$ cat config.mk
export PLATFORM = sky130hd
export DESIGN_NAME = mbs_crc
export DESIGN_NICKNAME = d
export VERILOG_FILES = /design/src/hw/rtl/mbs_pkg.sv /design/src/hw/rtl/mbs_crc.sv
export SDC_FILE = /design/constraint.sdc
export NUM_CORES = 1
export LEC_CHECK = 0
export BUFFER_PORTS_ARGS = -buffer_cell sky130_fd_sc_hd__buf_2
export CAP_MARGIN = 10
export CORE_MARGIN = 8
export CORE_UTILIZATION = 45
export CTS_CLUSTER_DIAMETER = 80
export DETAILED_ROUTE_END_ITERATION = 10
export PLACE_DENSITY = 0.74
export SLEW_MARGIN = 20
export SYNTH_ARGS = -nofsm -noshare
export SYNTH_HDL_FRONTEND = slang
export SYNTH_SLANG_ARGS = --single-unit
export TNS_END_PERCENT = 30
$ cat constraint.sdc
create_clock -name clk_i -period 1.21 [get_ports clk_i]
set_input_delay 0.0605 -clock clk_i [delete_from_list [all_inputs] [get_ports clk_i]]
set_output_delay 0.0605 -clock clk_i [all_outputs]
set_load 0.01 [all_outputs]
$ cat src/hw/rtl/mbs_pkg.sv
package mbs_pkg;

  localparam int unsigned REG_COUNT_DEF        = 256;
  localparam int unsigned LED_INDEX_DEF        = 0;
  localparam int unsigned BEEP_INDEX_DEF       = 1;
  localparam int unsigned TEMP_LIMIT_INDEX_DEF = 4;
  localparam int unsigned HUMI_LIMIT_INDEX_DEF = 5;
  localparam int unsigned ADDR_REG_INDEX_DEF   = 7;

  localparam logic [7:0]  FN_READ    = 8'h03;
  localparam logic [7:0]  FN_WRITE   = 8'h06;
  localparam logic [15:0] MAX_READ   = 16'd125;
  localparam logic [15:0] TEMP_RESET = 16'd300;
  localparam logic [15:0] HUMI_RESET = 16'd800;
  localparam logic [15:0] ADDR_RESET = 16'h0001;
  localparam logic [15:0] CRC_INIT   = 16'hFFFF;
  localparam logic [15:0] CRC_POLY   = 16'hA001;
  localparam logic [3:0]  FRAME_LEN  = 4'd8;
  localparam logic [3:0]  OVF_COUNT  = 4'd9;

  typedef logic [7:0][7:0] frame_t;

  typedef struct packed {
    logic clr;
    logic en;
    logic din;
  } crc_ctl_t;

  typedef enum logic [3:0] {
    ST_IDLE,
    ST_CHK,
    ST_EVAL,
    ST_NEXT,
    ST_RDREQ,
    ST_RDCAP,
    ST_APPEND,
    ST_CRC,
    ST_AFTER,
    ST_PAD,
    ST_OUT
  } state_e;

endpackage

$ cat src/hw/rtl/mbs_crc.sv
module mbs_crc (
  input  logic                clk_i,
  input  logic                rst_ni,
  input  mbs_pkg::crc_ctl_t   ctl_i,
  output logic [15:0]         crc_o
);
  import mbs_pkg::*;

  logic [15:0] crc_q, crc_d;
  logic        fb;

  // one bit per cycle while en is set, lsb first, reflected polynomial
  always_comb begin
    fb    = crc_q[0] ^ ctl_i.din;
    crc_d = crc_q;
    if (ctl_i.clr) begin
      crc_d = CRC_INIT;
    end else if (ctl_i.en) begin
      crc_d = {1'b0, crc_q[15:1]} ^ (fb ? CRC_POLY : 16'h0000);
    end
  end

  always_ff @(posedge clk_i or negedge rst_ni) begin
    if (!rst_ni) begin
      crc_q <= CRC_INIT;
    end else begin
      crc_q <= crc_d;
    end
  end

  assign crc_o = crc_q;

endmodule

* Word-level counts from Yosys, hierarchy flattened
Index checks and enable logic that the tools add are counted.
** Word-level totals
- Logic and storage cells :: 7
- Register bits after elaboration :: 16
- RAM bits :: 0
- ROM bits :: 0
- Latch bits :: 0
- Memories :: 0
- Input port bits :: 5
** Operators by class
- Bitwise logic cells :: 2
- Div/mod/pow operators :: 0
- Shifts and indexed selects :: 0
- Reduce and logical (&&, ||, !) cells :: 1
- Multiply operators :: 0
- Magnitude comparators :: 0
- Equality and inequality tests :: 0
- Add/sub/neg operators :: 0
- Mux-type cells :: 3
** Operators by type and width (count)
- 2-to-1 mux 16 bit :: 3
- bitwise XOR 15 x 16 -> 16 bit :: 1
- nonzero test 2 bit :: 1
- bitwise XOR 1 bit :: 1

* Longest topological paths before layout
- Word-level depth :: 5
- Depth in mapped cells :: 4
- Mapped depth without buffers :: 3

* Worst setup path after synthesis
No wires, ideal clock.
- Path kind :: register to register
- Start :: reg crc_q[1] (netlist: crc_o[1])
- End :: reg crc_q[0] (netlist: crc_o[0])
- Data arrival time :: 1.073 ns
- Period minus slack after synthesis :: 1.162 ns
- Path slack :: 0.048 ns
- Data required time :: 1.122 ns
- Library setup time :: 0.088 ns
- Stages on the path, launching flop included :: 4
- Path through :: dfstp_2 -> xnor2_1 -> nor3_1 -> or3b_1
** Between the ends
- Longest elaborated chain between the ends :: 3
** RTL lines
- start: declaration :: RTL line mbs_crc.sv:9 : logic [15:0] crc_q, crc_d;
- start signal: assignment :: RTL line mbs_crc.sv:27 : crc_q <= crc_d;
- bitwise XOR 15 x 16 -> 16 bit :: RTL line mbs_crc.sv:19 : crc_d = {1'b0, crc_q[15:1]} ^ (fb ? CRC_POLY : 16'h0000);
- 2-to-1 mux 16 bit :: RTL line mbs_crc.sv:18 : end else if (ctl_i.en) begin
- 2-to-1 mux 16 bit :: RTL line mbs_crc.sv:16 : if (ctl_i.clr) begin
No other way between the ends. The select of a mux whose other input is x is not followed.
A chain may end at the register's enable or synchronous reset.

* Worst setup path in the final report
Ends and elaborated chain as after synthesis.

==> impl_results.md <==
- Status: complete, no violations
- R2R setup slack: around 0.04 ns
- Number of I/O pins: 21
- VDD IR max: ~0.66 mV
- DRC Markers: 0
- Final Hold Viols: 0
- Critical Path Source Type: flip-flop
- Worst-Margin Slew: 0.342 ns
- Critical Path Source: crc_o[1]$_DFFE_PN1P_
- Layout Nets: a little under 90
- Port buffer count: 20
- CTS root buf: clkbuf_4
- Die Ht: 55.5 um
- CP required: between 1 and 1.5 ns
- Initial antenna violation count: 0
- Vias in the first global route: 550
- Initial DRC Count: 9
- RePlAce Congestion: roughly 0.7
- Pin count of the biggest net entering global routing: 17
- Antenna diodes: 0
- Worst hold start: ctl_i[1]
- WHS Path Cells: 3
- Clock power share: a little under a third
- Distinct cell type count after synthesis: 15
- DR WL/cell: 15.5 um
- Setup TNS: 0 ns
- Gate Count Post-Synth: 57
- Area of the core: 1490 sq um
- Yosys top cell area share: between 50% and 60%
- Critical path type: flip-flop to flip-flop
- Gate power share: about 16%
- RSZ-0062 raised after global routing: true
- Crit path DAT: around 1.4 ns
- Postcts setup bufs: 0
- Global-route wire length before repair: ~2700 um
- Post-synth net total: a little over 60
- FF+latch count, synth: 16
- CTS tree: done
- DIE AREA: between 3000 and 4000 sq um
- GRT Total Usage: roughly 10%
- CTS sink cnt: 16
- Layout Utilization: 59.0%
- Hpwl dp: 1020 um
- Num CTS Buffers: 3
- Clk buf depth: 2
- Reg2Reg Depth: 3
- Switch share: 25.9%
- Mean Syn Cell Area: approximately 12 sq um
- Leading area contributor after synthesis: dfstp_2
- Core Rows: 14
- Post-route non-filler standard cell count: 97
- Worst Skew: around 0.0013 ns
- Relative slew slack: roughly 77%
- Htree depth: 1
- MaxCap Viol Count: 0
- Number of flip-flops in the largest register: 16
- Seq pwr share: about 53%
- Layout cells sized above 1: a little under three fifths
- # setup viols final: 0
- Via density: roughly 5.2
- Crit. End Element: flip-flop
- WL final: between 1500 and 2000 um
- Setup crit end: crc_o[0]$_DFFE_PN1P_
- First-pass DRT Iterations: 4
- Via Count: approximately 510
- Chip width: approximately 56 um
- Hold/Removal Path Class: input port to flip-flop
- Worst Setup Slack, final: just over 0.04 ns
- GRT overflow: 0
- P_sw: 0.304 mW
- Initial Util: between 40% and 50%
- Clock transition at the registers of the reported paths: about 0.10 ns
- Sequential share of the synthesized area: between 50% and 60%
- Reg2reg end: crc_o[0]$_DFFE_PN1P_
- Remaining antenna violation count: 0
- Critical R2R Launch: crc_o[1]$_DFFE_PN1P_
- Crit Path Max Fanout: 3
- Achievable frequency: around 860 MHz
- Power Density: around 1300 nW/um^2
- Cell Area, Synth: roughly 700 sq um
- Layout overhead on the synthesized area: 24.9%
- WHS: 0.165 ns
- Final critical-path share of the clock period: roughly 97%
- Tmin final: around 1.2 ns
- Internal: just under 0.9 mW
- Place WS: 0.0526 ns
- Placed cell count: 92
- Final slew viol count: 0
- Synth top area cells: dfstp_2, a211o_1, and2_1
- Latest clock arrival within the worst-skew pair: between 0.2 and 0.3 ns
- LEAKAGE: between 0.3 and 0.4 nW
- Syn. warnings: 0
-- worst max-delay path: stages (launching register included) --
cell     delay, ns
dfstp_2       0.56
xnor2_1       0.13
nor3_1        0.06
or3b_1        0.35
-- worst min path at each step --
stage                                 end  slack, ns
floorplan            crc_o[0]$_DFFE_PN1P_      -0.09
global placement     crc_o[0]$_DFFE_PN1P_       0.27
detailed placement   crc_o[0]$_DFFE_PN1P_       0.26
CTS                 crc_o[13]$_DFFE_PN1P_       0.16
global route        crc_o[13]$_DFFE_PN1P_       0.19
finish              crc_o[13]$_DFFE_PN1P_       0.17
-- through the flow --
step / total power, mW / instance area, sq um
detailed placement: 0.815 / 825
floorplan: 0.736 / 703
global placement: 0.809 / 825
finish: 1.18 / 878
CTS: 1.18 / 871
global route: 1.23 / 878
-- power by group through the flow --
| stage | Clock, mW | Sequential (mW) | Combinational [mW] |
|---|---|---|---|
| 2_1_floorplan | 0 | 0.650 | 0.0861 |
| 3_3_place_gp | 0 | 0.632 | 0.177 |
| 3_5_place_dp | 0 | 0.634 | 0.181 |
| 4_1_cts | 0.371 | 0.626 | 0.184 |
| 5_1_grt | 0.395 | 0.633 | 0.206 |
| 6_report | 0.364 | 0.627 | 0.185 |
-- Yosys cell counts (all sizes together) --
cell type	number
or3b	1
nor2	1
or2	1
nor3	1
xnor2	2
inv	1
xor2	1
dfstp	16
buf	2
a21oi	2
a211o	13
and2	13
clkbuf	1
o21ai	2
-- layer usage --
metal  up-vias  GRT usage, %  wire length [um]
met5         -             0                 0
met2        12          15.7               679
li1        247             -                 -
met4         0          4.23                19
met3         2          4.79                93
met1       248          12.3               708
-- cell usage in the layout (no fill, tap or decap) --
cell type / instances
xnor2_1: 1
xor2_1: 1
nor3_1: 1
o21ai_0: 1
o21ai_1: 1
or3b_1: 1
and2_1: 13
a21oi_1: 2
clkbuf_4: 3
dfstp_2: 16
a211o_1: 13
nor2_1: 1
dlygate4sd3_1: 1
xnor2_2: 1
inv_2: 1
buf_2: 20
or2_2: 1
buf_4: 2
clkbuf_8: 1
-- kinds of logic (layout without fill, tap and decap cells) --
group / Yosys count / count (layout) / synth area share [%]
AOI/OAI and AO/OA: 17 / 17 / 19.0
xor gates and xnor gates: 3 / 3 / 3.74
and+or+nand+nor: 17 / 17 / 14.9
DFF: 16 / 16 / 59.8
buffers and inverters: 4 / 28 / 2.49
-- repair_timing --
action / 4_1_cts / 5_1_grt
setup endpoints to repair: 0 / 2
hold buffers: 1 / 0
endpoints found under the hold margin: 16 / 0
resized for setup: 0 / 1
-- final cells by class --
type,instances,area (sq um)
clock buffers,4,36.3
fillers,139,611
inverters,1,3.75
multi-input cells,37,273
flip-flops and latches,16,420
well taps,16,20.0
repair buffers,23,125
Note: power is estimated with default switching activity, not from simulation.
