<file path="src/hw/rtl/mbs_pkg.sv">
package mbs_pkg;

  localparam int unsigned REG_COUNT_DEF        = 256;
  localparam int unsigned LED_INDEX_DEF        = 0;
  localparam int unsigned BEEP_INDEX_DEF       = 1;
  localparam int unsigned TEMP_LIMIT_INDEX_DEF = 4;
  localparam int unsigned HUMI_LIMIT_INDEX_DEF = 5;
  localparam int unsigned ADDR_REG_INDEX_DEF   = 7;

  localparam logic [7:0]  FN_READ    = 8'h03;
  localparam logic [7:0]  FN_WRITE   = 8'h06;
  localparam logic [15:0] MAX_READ   = 16'd125;
  localparam logic [15:0] TEMP_RESET = 16'd300;
  localparam logic [15:0] HUMI_RESET = 16'd800;
  localparam logic [15:0] ADDR_RESET = 16'h0001;
  localparam logic [15:0] CRC_INIT   = 16'hFFFF;
  localparam logic [15:0] CRC_POLY   = 16'hA001;
  localparam logic [3:0]  FRAME_LEN  = 4'd8;
  localparam logic [3:0]  OVF_COUNT  = 4'd9;

  typedef logic [7:0][7:0] frame_t;

  typedef struct packed {
    logic clr;
    logic en;
    logic din;
  } crc_ctl_t;

  typedef enum logic [3:0] {
    ST_IDLE,
    ST_CHK,
    ST_EVAL,
    ST_NEXT,
    ST_RDREQ,
    ST_RDCAP,
    ST_APPEND,
    ST_CRC,
    ST_AFTER,
    ST_PAD,
    ST_OUT
  } state_e;

endpackage

</file>
<file path="src/hw/rtl/mbs_rx.sv">
module mbs_rx (
  input  logic            clk_i,
  input  logic            rst_ni,
  input  logic            byte_en_i,
  input  logic [7:0]      byte_i,
  input  logic            frame_end_i,
  output mbs_pkg::frame_t frame_o,
  output logic            done_o
);
  import mbs_pkg::*;

  logic [3:0] cnt_q, cnt_d;
  frame_t     frame_q;

  always_comb begin
    cnt_d = cnt_q;
    if (byte_en_i) begin
      cnt_d = (cnt_q < FRAME_LEN) ? cnt_q + 4'd1 : OVF_COUNT;
      if (frame_end_i) begin
        cnt_d = '0;
      end
    end
  end

  // frame ends on exactly the eighth byte
  assign done_o = byte_en_i && frame_end_i && (cnt_q == FRAME_LEN - 4'd1);

  always_ff @(posedge clk_i or negedge rst_ni) begin
    if (!rst_ni) begin
      cnt_q <= '0;
    end else begin
      cnt_q <= cnt_d;
    end
  end

  always_ff @(posedge clk_i) begin
    if (byte_en_i && (cnt_q < FRAME_LEN)) begin
      frame_q[cnt_q[2:0]] <= byte_i;
    end
  end

  assign frame_o = frame_q;

endmodule

</file>
<file path="config.mk">
export PLATFORM = sky130hd
export DESIGN_NAME = mbs_rx
export DESIGN_NICKNAME = d
export VERILOG_FILES = /design/src/hw/rtl/mbs_pkg.sv /design/src/hw/rtl/mbs_rx.sv
export SDC_FILE = /design/constraint.sdc
export NUM_CORES = 1
export LEC_CHECK = 0
export BUFFER_PORTS_ARGS = -buffer_cell sky130_fd_sc_hd__clkbuf_2
export CORE_ASPECT_RATIO = 1.5
export CORE_MARGIN = 2
export CORE_UTILIZATION = 52
export DETAILED_ROUTE_END_ITERATION = 8
export PLACE_DENSITY = 0.89
export SLEW_MARGIN = 20
export SYNTH_ARGS = -nofsm -noshare
export SYNTH_HDL_FRONTEND = slang
export SYNTH_SLANG_ARGS = --single-unit
</file>
<file path="constraint.sdc">
create_clock -name clk_i -period 3.9 [get_ports clk_i]
set_clock_uncertainty 0.2 [all_clocks]
set_input_delay 0.585 -clock clk_i [delete_from_list [all_inputs] [get_ports clk_i]]
set_output_delay 0.585 -clock clk_i [all_outputs]
set_load 0.1 [all_outputs]
</file>
### Word-level counts from Yosys, hierarchy flattened

Cells that the tools add are included.

| operators by class | value |
|---|---|
| add/sub/neg operators | 1 |
| order comparisons | 3 |
| eq/ne operators | 1 |
| mux-type cells | 5 |
| reduce and logical (&&, ||, !) cells | 4 |

Operator list:

| cell | number |
|---|---|
| $bwmux 64 | 1 |
| $demux 8 s3 | 1 |
| $mux 4 | 2 |
| $mux 8 | 1 |
| $add 4x1->4 const B | 1 |
| $eq 4x3->1 const B | 1 |
| $logic_and 1x1->1 | 4 |
| $lt 3x4->1 const B | 1 |
| $lt 4x4->1 const B | 1 |
| $ge 3x1->1 const B | 1 |

| word-level totals | value |
|---|---|
| bits in registers | 68 |
| bits of input ports | 12 |
| output and inout bits | 65 |
| word-level logic and storage cells | 23 |

### Logic depth before layout (Yosys ltp)

Gate-level depths: netlist of the first run.

| depth | value |
|---|---|
| word-level depth | 5 |
| depth in mapped cells | 3 |
| gate-level depth less buffers | 3 |

### Worst setup path before layout of the first run

OpenSTA, ideal clock, no wires.

| path | value |
|---|---|
| path type | input to output |
| start point | in byte_en_i |
| end point | out done_o |
| arrival time | 2878 ps |
| required time | 3115 ps |
| setup slack | 237 ps |
| stages | 3 |
| path buffers | 1 |
| path through | buf_4 nand2_1 nor3_1 |

| between the ends | value |
|---|---|
| word-level cells in the longest chain between the ends | 2 |

RTL lines:

| element | line | RTL |
|---|---|---|
| from (decl) | mbs_rx.sv:4 | `input logic byte_en_i,` |
| $logic_and 1x1->1 (2 in series) | mbs_rx.sv:26 | `assign done_o = byte_en_i && frame_end_i && (cnt_q == FRAME_LEN - 4'd1);` |
| to (decl) | mbs_rx.sv:8 | `output logic done_o` |

Every way passes these cells.

### Worst setup path after layout of the first run

| path | value |
|---|---|
| start point | reg cnt_q[0] |
| end point | out done_o |

| between the ends | value |
|---|---|
| word-level cells in the longest chain between the ends | 2 |

RTL lines:

| element | line | RTL |
|---|---|---|
| from (decl) | mbs_rx.sv:12 | `logic [3:0] cnt_q, cnt_d;` |
| from (signal assigned) | mbs_rx.sv:32 | `cnt_q <= cnt_d;` |
| $eq 4x3->1 | mbs_rx.sv:26 |  |
| $logic_and 1x1->1 | mbs_rx.sv:26 |  |

Every way passes these cells.

==> results.json, run 1 <==
{
  "status": "finished, final reports clean",
  "syn-num-nets": 112,
  "crit_path_end_kind": "output pin",
  "die_area_um2": 4860,
  "netlist_area_um2": 2240,
  "synth_seq_area_share_pct": 90.3,
  "hpwl_um": 3130,
  "fmax_mhz": 376,
  "die_x_um": 57.6,
  "io_buffers": 76,
  "track_usage_pct": 19.4,
  "antenna_found_initial": 0,
  "p_leak_nw": 1.18,
  "yosys.area.top_type": "edfxtp_1",
  "cp.depth": 4,
  "worstPathArrival_ns": 1.88,
  "r2r_cells": 1,
  "routed_wl_um": 4390,
  "ys_ff_latch": 68,
  "r2r-start": "cnt_q[3]",
  "clockRootBuffer": "clkbuf_8",
  "syn_avg_cell_area_um2": 22.6,
  "cp-startpoint": "cnt_q[0]",
  "slew_viol_final": 0,
  "final_common_cell": "clkbuf_2",
  "yosys_warnings": 0,
  "slew_headroom_pct": 27.4,
  "drive_gt1_share_pct": 53.1,
  "rsz0062_at_grt": "no",
  "postRouteAntennaNets": 0,
  "place_inst": 221,
  "synth_cells": 99,
  "slowest_stage": "dfrtp_1",
  "p_int_mw": 1.38,
  "tightestPinTransition_ns": 1.08,
  "path_clk_slew_ns": 0.07,
  "clkPwrFrac_pct": 38.2,
  "timing.final.crit_share_pct": 68.2,
  "p_sw_share_pct": 28.4,
  "cts.sinks": 68,
  "overflow": 0,
  "seq_power_share_pct": 45.3,
  "tritoncts": "yes",
  "worstPathCellList": "ha_1 > nand2_1 > nor3_1 > clkbuf_2",
  "avgViaCountPerCell": 5.11,
  "nFillCells": 260,
  "vias": 1215,
  "synth_top_area_share_pct": 85.9,
  "critical_path_class": "reg2out",
  "drtPass1Iterations": 4,
  "drc": 0,
  "grt_pass1_vias": 1209,
  "maxCapViolations": 0,
  "final_cell_mix": "clkbuf_2 (76), edfxtp_1 (64), clkbuf_8 (9)",
  "setup_tns_ns": 0,
  "cts_buffers": 9,
  "start_util_pct": 53.6,
  "finalInstanceArea_um2": 2970,
  "fin_cells": 238,
  "clock_latency_ns": 0.32,
  "drt-initial-drc-count": 48,
  "synth_area_leaders": "edfxtp_1 (86%), dfrtp_1 (4.5%), nor4b_2 (1.3%)",
  "hold_violations": 0,
  "required_ns": 3.12,
  "place_congestion": 0.739,
  "power_mw": 1.93,
  "wl_per_cell_um": 18.4,
  "setup_viol": 0,
  "yosys.cell_types.count": 23,
  "cts.repair.resized": 0,
  "peakVddDrop_v": 0.000495,
  "min-delay-start": "byte_i[7]",
  "area_growth_pct": 32.9,
  "worstSetupStartpointType": "flip-flop",
  "die_h_um": 84.4,
  "combPwrFrac_pct": 16.5,
  "fin_crit_ns": 2.66,
  "placed_area_um2": 2690,
  "grt_pass1_wl_um": 6470,
  "ioPinCount": 77,
  "timing.critical_path.buf_inv": 1,
  "grt_max_degree": 13,
  "slowest_delay_ns": 0.56,
  "hold_path.class": "in2reg",
  "whs_ns": 0.338,
  "clockBufferDepth": 2,
  "cp_top_family": "flip-flops",
  "power.switching_mw": 0.547,
  "whs_path_depth": 1,
  "rows": 29,
  "core-area_um2": 4170,
  "ctsHtreeMaxLevel": 3,
  "diodes": 0,
  "power.density_nw_per_um2": 648,
  "fin_nets": 200,
  "cp_max_fo": 8
}
==> path summary, 6_finish.rpt <==
path                          endpoint  slack (ns)
setup / recovery                done_o        1.24
hold / removal             frame_o[47]        0.34
setup reg to reg            frame_o[1]        1.80
hold reg to reg               cnt_q[1]        0.51
max in group asynchronous     cnt_q[0]        2.97
min in group asynchronous     cnt_q[1]        0.40
==> through the flow <==
| stage | utilization [%] | setup WS (ns) |
|---|---|---|
| after global placement | 64.4 | 1.55 |
| final | 71.3 | 1.24 |
| after floorplan | - | 0.237 |
| after global routing | 71.3 | 1.13 |
| after detailed placement | 64.4 | 1.46 |
| after CTS | 70.9 | 1.24 |
==> power by group through the flow <==
stage | logic, mW | registers (mW) | clock network [mW]
floorplan | 0.0473 | 1.10 | 0
CTS | 0.318 | 0.871 | 0.744
global placement | 0.312 | 0.885 | 0
finish | 0.318 | 0.872 | 0.736
global route | 0.328 | 0.876 | 0.776
detailed placement | 0.317 | 0.887 | 0
==> cell type report <==
cell class	count	area, µm²	area share [%]
clock buffers	9	124	4.16
clock inverters	7	139	4.67
inverters	2	7.51	0.252
multi-input cells	26	211	7.11
flip-flops and latches	68	2020	68.0
well taps	46	57.6	1.94
repair buffers	80	413	13.9
==> layer usage <==
layer | GRT usage (%) | wire, µm
met3 | 5.24 | 235
met4 | 13.1 | 134
met5 | 0 | 0
met1 | 20.1 | 1480
met2 | 33.1 | 2540
==> state kept, by name (all words and copies together), names as in the netlist <==
name     count
cnt_q        4
frame_o     64
==> synthesized netlist by cell type <==
| master | instances |
|---|---|
| edfxtp_1 | 64 |
| nor3_1 | 5 |
| dfrtp_1 | 4 |
| nand2_1 | 3 |
| inv_1 | 2 |
| nor2_1 | 2 |
| nor4_1 | 2 |
| nor4b_2 | 2 |
| a211o_1 | 1 |
| a21oi_1 | 1 |
| a31o_2 | 1 |
| a41oi_1 | 1 |
| and2b_1 | 1 |
| buf_2 | 1 |
| buf_4 | 1 |
| buf_6 | 1 |
| ha_1 | 1 |
| nand2b_1 | 1 |
| nand2b_4 | 1 |
| nand3_1 | 1 |
| nand3b_1 | 1 |
| nor2b_1 | 1 |
| o32ai_1 | 1 |
==> cell families after synthesis <==
kind of cell	after synthesis	synth area share, %
compound gates	5	1.79
fa+ha+maj	1	0.559
buf+inv	5	1.40
flops	68	90.3
simple gates	20	5.93
==> repair_timing <==
item	CTS	global route
setup endpoints to repair	0	0
buffers inserted	0	0
hold endpoints to repair	4	0
hold buffers	1	0
Note: power is estimated with default switching activity, not from simulation.
==> run 2, diff against run 1 <==
--- a/config.mk
+++ b/config.mk
@@ -8,9 +8,9 @@
 export BUFFER_PORTS_ARGS = -buffer_cell sky130_fd_sc_hd__clkbuf_2
 export CORE_ASPECT_RATIO = 1.5
 export CORE_MARGIN = 2
-export CORE_UTILIZATION = 52
+export CORE_UTILIZATION = 48
 export DETAILED_ROUTE_END_ITERATION = 8
-export PLACE_DENSITY = 0.89
+export PLACE_DENSITY = 0.84
 export SLEW_MARGIN = 20
 export SYNTH_ARGS = -nofsm -noshare
 export SYNTH_HDL_FRONTEND = slang
==> constraint.sdc (replaced) <==
create_clock -name clk_i -period 2.65 [get_ports clk_i]
set_clock_uncertainty 0.2 [all_clocks]
set_input_delay 0.3975 -clock clk_i [delete_from_list [all_inputs] [get_ports clk_i]]
set_output_delay 0.3975 -clock clk_i [all_outputs]
set_load 0.1 [all_outputs]
==> run 2 against run 1 <==
Against the previous run:
- power grew 35%
- clock power grew 16%
- die area rose by 7.8%
- sequential share of layout area increased by 0.58 points
- wire length fell by 8.8%
- first-iteration DRC count is 50% lower
- register-to-register slack lost 0.93 ns
- hold slack lost 0.19 ns
- largest power group unchanged
- highest routed layer unchanged
==> results.json, run 2 (synthesis results as in run 1) <==
{
  "finalInstanceArea_um2": 2950,
  "grt_pass1_wl_um": 5730,
  "ctsHtreeMaxLevel": 3,
  "ioPinCount": 77,
  "setup_viol": 0,
  "io_buffers": 76,
  "setup_tns_ns": 0,
  "whs_ns": 0.152,
  "slowest_delay_ns": 0.54,
  "die_h_um": 87.6,
  "fmax_mhz": 415,
  "die_area_um2": 5240,
  "whs_path_depth": 2,
  "drive_gt1_share_pct": 52.3,
  "routed_wl_um": 4000,
  "cts.sinks": 68,
  "hold_buffers": 1,
  "postRouteAntennaNets": 0,
  "crit_path_end_kind": "output pin",
  "rows": 30,
  "place_ws_ns": 0.605,
  "worstPathCellList": "ha_1 > nand2_1 > nor3_2 > clkbuf_2",
  "slowest_stage": "dfrtp_1",
  "drc": 0,
  "reg2reg_to": "frame_o[1]",
  "grt_max_degree": 13,
  "slew_viol_final": 0,
  "worstSetupStartpointType": "flip-flop",
  "rsz0062_at_grt": "no",
  "place_congestion": 0.794,
  "drtPass1Iterations": 4,
  "peakVddDrop_v": 0.000466,
  "required_ns": 2.05,
  "avgViaCountPerCell": 5.05,
  "cts_buffers": 9,
  "wl_per_cell_um": 16.3,
  "tritoncts": "yes",
  "timing.final.crit_share_pct": 91.0,
  "clock_latency_ns": 0.32,
  "area_growth_pct": 31.7,
  "clockBufferDepth": 2,
  "final_common_cell": "clkbuf_2",
  "cp_top_family": "flip-flops",
  "core-area_um2": 4500,
  "grt_pass1_vias": 1155,
  "p_leak_nw": 1.17,
  "hpwl_um": 2940,
  "hold_path_end": "cnt_q[3]",
  "path_clk_slew_ns": 0.06,
  "tightestPinTransition_ns": 0.579,
  "r2r-start": "cnt_q[3]",
  "cts.repair.resized": 0,
  "worstPathArrival_ns": 1.81,
  "setup_slack_ns": 0.238,
  "start_util_pct": 49.7,
  "final_cell_mix": "clkbuf_2 (76), edfxtp_1 (64), clkbuf_8 (9), buf_4 (8)",
  "largest_register_ffs": 64,
  "diodes": 0,
  "status": "finished, final reports clean",
  "drt-initial-drc-count": 24,
  "post-cts-setup-buffers": 0,
  "track_usage_pct": 16.4,
  "placed_area_um2": 2730,
  "antenna_found_initial": 0,
  "cp_max_fo": 8,
  "vias": 1238,
  "reg2reg_setup_slack_ns": 0.87,
  "slew_headroom_pct": 61.6,
  "maxCapViolations": 0,
  "r2r_cells": 2,
  "fin_nets": 205,
  "hold_path.class": "in2reg",
  "timing.critical_path.buf_inv": 1,
  "min-delay-start": "frame_end_i",
  "hold_violations": 0,
  "power.density_nw_per_um2": 884,
  "clockRootBuffer": "clkbuf_8",
  "die_x_um": 59.8,
  "overflow": 0,
  "fin_crit_ns": 2.41,
  "critical_path_class": "reg2out"
}
==> run 2: cell types whose count changed in the layout (fill, tap and decap cells not counted), sizes merged <==
cell	before	now
clkbuf	85	86
bufinv	4	2
clkinvlp	0	1
buf	3	8
==> run 2: routing by layer <==
layer / up-vias / global-route usage [%] / part of all wire, %
met5: - / 0 / 0
met4: 0 / 14.1 / 5.0
met3: 16 / 3.84 / 5.8
met2: 58 / 26.8 / 54
met1: 587 / 17.0 / 35
li1: 577 / - / -
==> run 2: report_power, final <==
part,switching [mW],internal [mW]
clock,0.335,0.520
combinational,0.399,0.0718
sequential,0.0357,1.25
total,0.769,1.84
==> run 2: final cells by class <==
class | count | area (µm²)
multi-input cells | 26 | 203
fillers | 317 | 1560
clock buffers | 10 | 128
inverters | 2 | 7.51
repair buffers | 85 | 450
clock inverters | 6 | 78.8
flip-flops and latches | 68 | 2020
well taps | 48 | 60.1
==> run 2: through the flow <==
step / power, mW / utilization (%) / std cells
finish: 2.61 / 65.5 / 245
global route: 2.68 / 65.5 / 245
CTS: 2.62 / 65.5 / 245
detailed placement: 1.78 / 60.7 / 228
global placement: 1.77 / 60.7 / 228
floorplan: 1.68 / - / 99
==> run 2: how the worst max path moves through the flow <==
stage	startpoint	endpoint	slack (ns)	depth (start not counted)
after floorplan	cnt_q[0]	done_o	0.13	3
after global placement	cnt_q[0]	done_o	0.63	4
after detailed placement	cnt_q[0]	done_o	0.61	4
after CTS	cnt_q[0]	done_o	0.24	4
after global routing	cnt_q[0]	done_o	0.14	4
final	cnt_q[0]	done_o	0.24	4
==> run 3, diff against run 2 <==
--- a/config.mk
+++ b/config.mk
@@ -6,7 +6,6 @@
 export NUM_CORES = 1
 export LEC_CHECK = 0
 export BUFFER_PORTS_ARGS = -buffer_cell sky130_fd_sc_hd__clkbuf_2
-export CORE_ASPECT_RATIO = 1.5
 export CORE_MARGIN = 2
 export CORE_UTILIZATION = 48
 export DETAILED_ROUTE_END_ITERATION = 8
==> run 3 against run 2 <==
Against the previous run:
- fmax is 1.2% higher
- sequential cell count stayed put
- hold slack hardly changed
- combinational power is 0.9% higher
- final area is 0.34% lower
- cell count is 1.6% higher
- sequential share of layout area is 0.23 points higher
- sequential power hardly changed
- critical path depth stayed put
- clock-buffer cell count is 1 lower
- first-iteration DRC count grew to 2.9 times the previous value
- highest routed layer unchanged
- wire length is 7.1% higher
==> results.json, run 3 (synthesis results as in run 1) <==
{
  "status": "finished, final reports clean",
  "slowest_stage": "dfrtp_1",
  "power.switching_mw": 0.804,
  "fin_nets": 205,
  "drc": 0,
  "routed_wl_um": 4290,
  "grt_pass1_vias": 1215,
  "track_usage_pct": 17.3,
  "final_cell_mix": "clkbuf_2 (76), edfxtp_1 (64), clkbuf_8 (9), buf_4 (8)",
  "final_common_cell": "clkbuf_2",
  "die_area_um2": 5230,
  "combPwrFrac_pct": 18.6,
  "path_clk_slew_ns": 0.07,
  "postRouteAntennaNets": 0,
  "slew_headroom_pct": 63.1,
  "rows": 24,
  "nFillCells": 305,
  "fin_crit_ns": 2.38,
  "clockRootBuffer": "clkbuf_8",
  "maxCapViolations": 0,
  "tightestPinTransition_ns": 0.556,
  "wl_per_cell_um": 17.2,
  "worstPathArrival_ns": 1.79,
  "hold_path.class": "in2reg",
  "start_util_pct": 50.7,
  "die_h_um": 72.3,
  "setup_tns_ns": 0,
  "largest_register_ffs": 64,
  "seq_power_share_pct": 50.2,
  "avgViaCountPerCell": 5.04,
  "critical_path_class": "reg2out",
  "peakVddDrop_v": 0.000300,
  "utilization_pct": 66.6,
  "cts_buffers": 9,
  "drtPass1Iterations": 4,
  "p_int_mw": 1.75,
  "ioPinCount": 77,
  "core-area_um2": 4410,
  "timing.final.crit_share_pct": 89.9,
  "clock_latency_ns": 0.33,
  "clockBufferDepth": 2,
  "cts.sinks": 68,
  "p_sw_share_pct": 31.5,
  "antenna_found_initial": 0,
  "grt_pass1_wl_um": 6290,
  "die_x_um": 72.3,
  "hpwl_um": 2930,
  "worstSetupStartpointType": "flip-flop",
  "vias": 1254,
  "ctsHtreeMaxLevel": 3,
  "setup_viol": 0,
  "worstPathCellList": "ha_1 > nand2_1 > nor3_2 > clkbuf_2",
  "drive_gt1_share_pct": 53.8,
  "io_buffers": 76,
  "required_ns": 2.05,
  "slowest_delay_ns": 0.53,
  "grt_max_degree": 13,
  "place_congestion": 0.723,
  "rsz0062_at_grt": "no",
  "cp_top_family": "flip-flops",
  "cp_max_fo": 8,
  "overflow": 0,
  "power.density_nw_per_um2": 868,
  "clkPwrFrac_pct": 31.2,
  "crit_path_end_kind": "output pin",
  "diodes": 0,
  "slew_viol_final": 0,
  "drt-initial-drc-count": 70,
  "area_growth_pct": 31.3,
  "hold_violations": 0,
  "timing.critical_path.buf_inv": 1,
  "tritoncts": "yes",
  "fmax_mhz": 420,
  "p_leak_nw": 1.16,
  "cts.repair.resized": 0
}
[run 3: worst paths after layout]
kind / slack (ns) / end / from / cells past startpoint
hold reg to reg: 0.49 / cnt_q[1] / cnt_q[1] / 2
min in group asynchronous: 0.21 / cnt_q[1] / rst_ni / 2
setup / recovery: 0.27 / done_o / cnt_q[0] / 4
hold / removal: 0.15 / frame_o[23] / byte_i[7] / 1
setup reg to reg: 1.01 / frame_o[9] / cnt_q[3] / 3
max in group asynchronous: 1.91 / cnt_q[2] / rst_ni / 2
[run 3: routing by layer]
layer	vias to the layer above	track usage, %	part of all wire, %
met5	-	0	0
li1	576	-	-
met2	62	30.1	51
met1	611	18.9	38
met4	0	6.29	0.93
met3	5	7.08	9.4
[run 3: through the flow]
step	power [mW]	cell area, µm²	worst slack, ns	hold slack (ns)	instances
final	2.55	2940	0.267	0.152	249
after CTS	2.57	2940	0.245	0.138	249
after global placement	1.77	2740	0.639	0.00826	232
after detailed placement	1.78	2740	0.616	0.0124	232
after global routing	2.64	2940	0.136	0.144	249
after floorplan	1.68	2240	0.132	-0.0981	99
[run 3: power by group through the flow]
| stage | sequential [mW] | combinational (mW) | clock [mW] |
|---|---|---|---|
| final | 1.28 | 0.474 | 0.796 |
| after global routing | 1.29 | 0.490 | 0.860 |
| after CTS | 1.28 | 0.476 | 0.809 |
| after detailed placement | 1.30 | 0.475 | 0 |
| after global placement | 1.30 | 0.468 | 0 |
| after floorplan | 1.61 | 0.0703 | 0 |
[run 3: area by class of cell]
cell class	instances	area (µm²)	share of cell area, %
inverter	2	7.51	0.255
sequential	68	2020	68.8
clock buffer	9	124	4.21
timing repair buffer	85	450	15.3
clock inverter	7	67.6	2.30
tap	52	65.1	2.21
multi-input combinational	26	203	6.90
[run 3: what timing repair did]
action                    CTS  global route
hold endpoints to repair    4             0
hold buffers                1             0
setup buffers               0             0
